[src/design/ftt_pkg.sv]
package ftt_pkg;

	// opcodes of an input beat
	localparam logic OP_REMEMBER = 1'b0;
	localparam logic OP_LOOKUP   = 1'b1;

	// protocol numbers with a timeout of their own
	localparam logic [7:0] PROTO_TCP = 8'd6;
	localparam logic [7:0] PROTO_UDP = 8'd17;

	// configuration register indexes
	localparam int CFG_IDX_W = 2;
	localparam logic [CFG_IDX_W-1:0] CFG_TCP_TIMEOUT   = 2'd0;
	localparam logic [CFG_IDX_W-1:0] CFG_UDP_TIMEOUT   = 2'd1;
	localparam logic [CFG_IDX_W-1:0] CFG_OTHER_TIMEOUT = 2'd2;

	localparam int TMO_W  = 40;
	localparam int TIME_W = 48;
	localparam int SLOT_W = 6;

	// timeout reset values in microseconds
	localparam logic [TMO_W-1:0] TCP_TIMEOUT_RST   = 40'd900000000;
	localparam logic [TMO_W-1:0] UDP_TIMEOUT_RST   = 40'd120000000;
	localparam logic [TMO_W-1:0] OTHER_TIMEOUT_RST = 40'd30000000;

	// flow key and client address, one word of the entry memory
	typedef struct packed {
		logic [7:0]  proto;
		logic [31:0] peer;
		logic [31:0] target;
		logic [15:0] cli_port;
		logic [15:0] tgt_port;
		logic [63:0] client_hi;
		logic [63:0] client_lo;
	} entry_t;

	// valid flag and last-seen time, one word of the age memory
	typedef struct packed {
		logic              valid;
		logic [TIME_W-1:0] seen;
	} meta_t;

	// captured input beat
	typedef struct packed {
		logic              opcode;
		logic [TIME_W-1:0] now_time;
		entry_t            ent;
	} req_t;

	// result beat
	typedef struct packed {
		logic              done;
		logic              hit;
		logic [SLOT_W-1:0] slot;
		logic [63:0]       client_hi;
		logic [63:0]       client_lo;
	} res_t;

endpackage

[src/design/ftt_cfg_regs.sv]
module ftt_cfg_regs
	import ftt_pkg::*;
(
	input  logic                 clk,
	input  logic                 arst_n,
	input  logic                 wr_en,
	input  logic [CFG_IDX_W-1:0] wr_index,
	input  logic [TMO_W-1:0]     wr_data,
	input  logic [7:0]           proto,
	output logic [TMO_W-1:0]     tmo
);

	logic [TMO_W-1:0] tcp_tmo_q;
	logic [TMO_W-1:0] udp_tmo_q;
	logic [TMO_W-1:0] other_tmo_q;

	// timeout registers, writes beyond the list are dropped
	always_ff @(posedge clk or negedge arst_n) begin
		if (!arst_n) begin
			tcp_tmo_q   <= TCP_TIMEOUT_RST;
			udp_tmo_q   <= UDP_TIMEOUT_RST;
			other_tmo_q <= OTHER_TIMEOUT_RST;
		end else if (wr_en) begin
			unique case (wr_index)
				CFG_TCP_TIMEOUT:   tcp_tmo_q   <= wr_data;
				CFG_UDP_TIMEOUT:   udp_tmo_q   <= wr_data;
				CFG_OTHER_TIMEOUT: other_tmo_q <= wr_data;
				default: ;
			endcase
		end
	end

	// idle lifetime for the query's protocol
	always_comb begin
		if (proto == PROTO_TCP) begin
			tmo = tcp_tmo_q;
		end else if (proto == PROTO_UDP) begin
			tmo = udp_tmo_q;
		end else begin
			tmo = other_tmo_q;
		end
	end

endmodule

[config.mk]
export PLATFORM = sky130hd
export DESIGN_NAME = ftt_cfg_regs
export DESIGN_NICKNAME = d
export VERILOG_FILES = /design/src/design/ftt_pkg.sv /design/src/design/ftt_cfg_regs.sv
export SDC_FILE = /design/constraint.sdc
export NUM_CORES = 1
export LEC_CHECK = 0
export BUFFER_PORTS_ARGS = -buffer_cell sky130_fd_sc_hd__buf_2
export CAP_MARGIN = 0
export CORE_MARGIN = 2
export CORE_UTILIZATION = 50
export DETAILED_ROUTE_END_ITERATION = 6
export GPL_ROUTABILITY_DRIVEN = 0
export PLACE_DENSITY = 0.87
export SLEW_MARGIN = 20
export SYNTH_ARGS = -nofsm -noshare
export SYNTH_HDL_FRONTEND = slang
export SYNTH_SLANG_ARGS = --single-unit
[constraint.sdc]
create_clock -name clk -period 1.6 [get_ports clk]
set_clock_uncertainty 0.2 [all_clocks]
set_input_delay 0.16 -clock clk [delete_from_list [all_inputs] [get_ports clk]]
set_output_delay 0.16 -clock clk [all_outputs]
set_load 0.005 [all_outputs]
==> results.yml <==
clock_network:
  root_buffer: "clkbuf_8"
  cts.sinks: 120
  cts_buffers: 17
  htreeDepth: 4
  clk_latency_ns: 0.50
  cts.clk_slew.worst_paths_ns: 0.06
  cts_tree: "yes"
  clock_path_buffers: 2
synth:
  synthTopCellsByArea: "dfrtp_1 (42%), mux2_2 (26%), dfstp_2 (16%)"
  syn_nets: 411
  synth_cell_types: 14
  synth_area_per_cell_sq_um: 14.73
  synth_common_cells: "mux2_2 (120), dfrtp_1 (88), a22oi_1 (40), o2bb2ai_1 (40), dfstp_2 (32)"
  synth.most_common_cell: "mux2_2"
  ys_ff_latch: 120
  synth-seq-area-share_pct: 57.69
  synth_area_sq_mm: 0.005275
  synth_top_cell_by_area: "dfrtp_1"
  yosys_warnings: 0
  synth_top_area_share_pct: 41.75
  synth_flop_cell: "dfrtp_1"
  async_flop_share_pct: 100.0
  postSynthCellCount: 358
  synth_edf_count: 0
route:
  final_antenna_net_count: 0
  vias: 3757
  firstDrtPassIters: 4
  routedWlPerCell_um: 19.77
  first_iter_violations: 140
  wirelength_mm: 12.95
  drc_errors: 0
  vias_per_cell: 5.736
min_path:
  hold_path.class: "input pin to asynchronous set/reset pin"
pwr:
  cellPowerDensity_mw_per_mm2: 1268
  leakagePower_uw: 0.003050
  ir_drop_mv: 0.9956
global_route:
  grt_pass1_vias: 4037
  grt_max_degree: 41
  grt_use_total_pct: 23.17
  grt_pass1_wl_mm: 20.29
  overflow: 0
  antenna_found_initial: 1
timing:
  min_period_over_period_pct: 115.0
  slew_viol_final: 0
  worst_slew_pin_slew_ns: 0.7711
  max_freq_ghz: 0.5433
  hold_viol_final: 0
  hold_slack_ns: 0.1113
  rsz0062_at_grt: "yes"
  post-route-min-period_ns: 1.841
  setup_ws_ns: -0.2406
  finalSetupViolCount: 40
  max_slew_margin_pct: 48.60
floorplan:
  io_pins: 93
  fp.dieArea_sq_mm: 0.01139
  fp.dieW_um: 106.7
  coreArea_sq_mm: 0.01028
  die_h_um: 106.7
  num_rows: 37
  start_util_pct: 51.33
layout:
  fin_util_pct: 70.23
  nFillCells: 715
  layout-drive-gt1-share_pct: 59.85
  fin_nets: 558
  regArea_sq_mm: 0.003043
  multi_input_area_sq_mm: 0.002153
  syn_to_final_growth_pct: 36.84
critical_path:
  crit_required_ns: 1.24
  worst-setup-path-type: "input pin to output pin"
  cp_max_fo: 23
  reg2regPathDepth: 1
  startpoint_type: "input pin"
  cp-startpoint: "proto[7]"
  end_kind: "output pin"
  reg2reg_from: "other_tmo_q[13]"
  worst_ep_arrival_time_ns: 1.48
placement:
  hpwl_mm: 7.797
  io_buffers: 92
outcome:
  failed_checks: "negative setup slack"
  outcome: "finished, violations left"
flow_run:
  timing.max_cap.violations: 0
-- routing by layer --
layer  vias to the layer above  wire length [um]  global-route usage [%]
li1                       1667                 -                       -
met1                      1970              5614                   28.90
met2                       108              6689                   39.35
met3                        12               498                   5.714
met4                         0               148                   8.256
met5                         -                 0                       0
-- metrics by stage --
stage,total power [uW],instances,setup WS [ns],TNS [ns],area [sq um]
2_1_floorplan,4820,358,-0.01272,-0.5090,5276
3_3_place_gp,5317,575,-0.3810,-14.16,6083
3_5_place_dp,5423,575,-0.4114,-15.11,6083
4_1_cts,9182,649,-0.2442,-10.59,7104
5_1_grt,9537,655,-0.2898,-10.37,7218
6_report,9151,655,-0.2406,-8.482,7218
-- worst max-delay path: stages --
cell       delay, ns
buf_2           0.10
or4_4           0.54
o21bai_4        0.21
buf_12          0.17
o2bb2ai_1       0.15
buf_2           0.14
-- area by class of cell --
type                    instances  area share [%]
flip-flops and latches        120           42.16
multi-input cells             207           29.83
repair buffers                159           17.65
clock buffers                  24           6.656
well taps                     136           2.357
clock inverters                 8           1.317
diodes                          1         0.03467
-- kinds of logic after synthesis --
| family | synth area share [%] |
|---|---|
| compound gates | 12.69 |
| buf+inv | 3.060 |
| flops | 57.69 |
| mux | 25.62 |
| simple gates | 0.9488 |
-- cell usage in the layout, fill, tap and decap left out, drive strengths merged --
cell / instances
a22oi: 40
buf: 115
bufinv: 2
clkbuf: 26
clkinv: 4
clkinvlp: 2
dfrtp: 88
dfstp: 32
diode: 1
dlygate4sd3: 41
dlymetal6s4s: 1
mux2: 120
nand3b: 2
nor3b: 1
nor4bb: 2
o21bai: 1
o2bb2ai: 40
or4: 1
-- where the power goes --
group	leakage [uW]	internal (uW)	total, uW	switching, uW
clock network	0.000281	2370	3620	1250
logic	0.00139	924	1480	560
registers	0.00138	3730	4050	317
total	0.00305	7020	9150	2130
-- flip-flops by register name (all words and copies together), names as in the netlist --
name,flops
tcp_tmo_q,40
other_tmo_q,40
udp_tmo_q,40
-- worst paths after layout --
| kind | end | slack [ns] |
|---|---|---|
| worst max register to register | other_tmo_q[13] | 0.59 |
| min in group clk | tcp_tmo_q[22] | 0.11 |
| worst min-delay path | tcp_tmo_q[29] | 0.11 |
| worst min register to register | udp_tmo_q[1] | 0.30 |
| max in group asynchronous | other_tmo_q[36] | 0.25 |
| worst max-delay path | tmo[10] | -0.24 |
-- timing repair --
action,4_1_cts,5_1_grt
buffers inserted,0,3
hold buffers,42,0
pin swaps,3,7
hold endpoints to repair,240,0
cloned,0,2
gates resized for setup,5,8
endpoints found under the setup margin,40,55
Power figures use the tool's default switching activity.
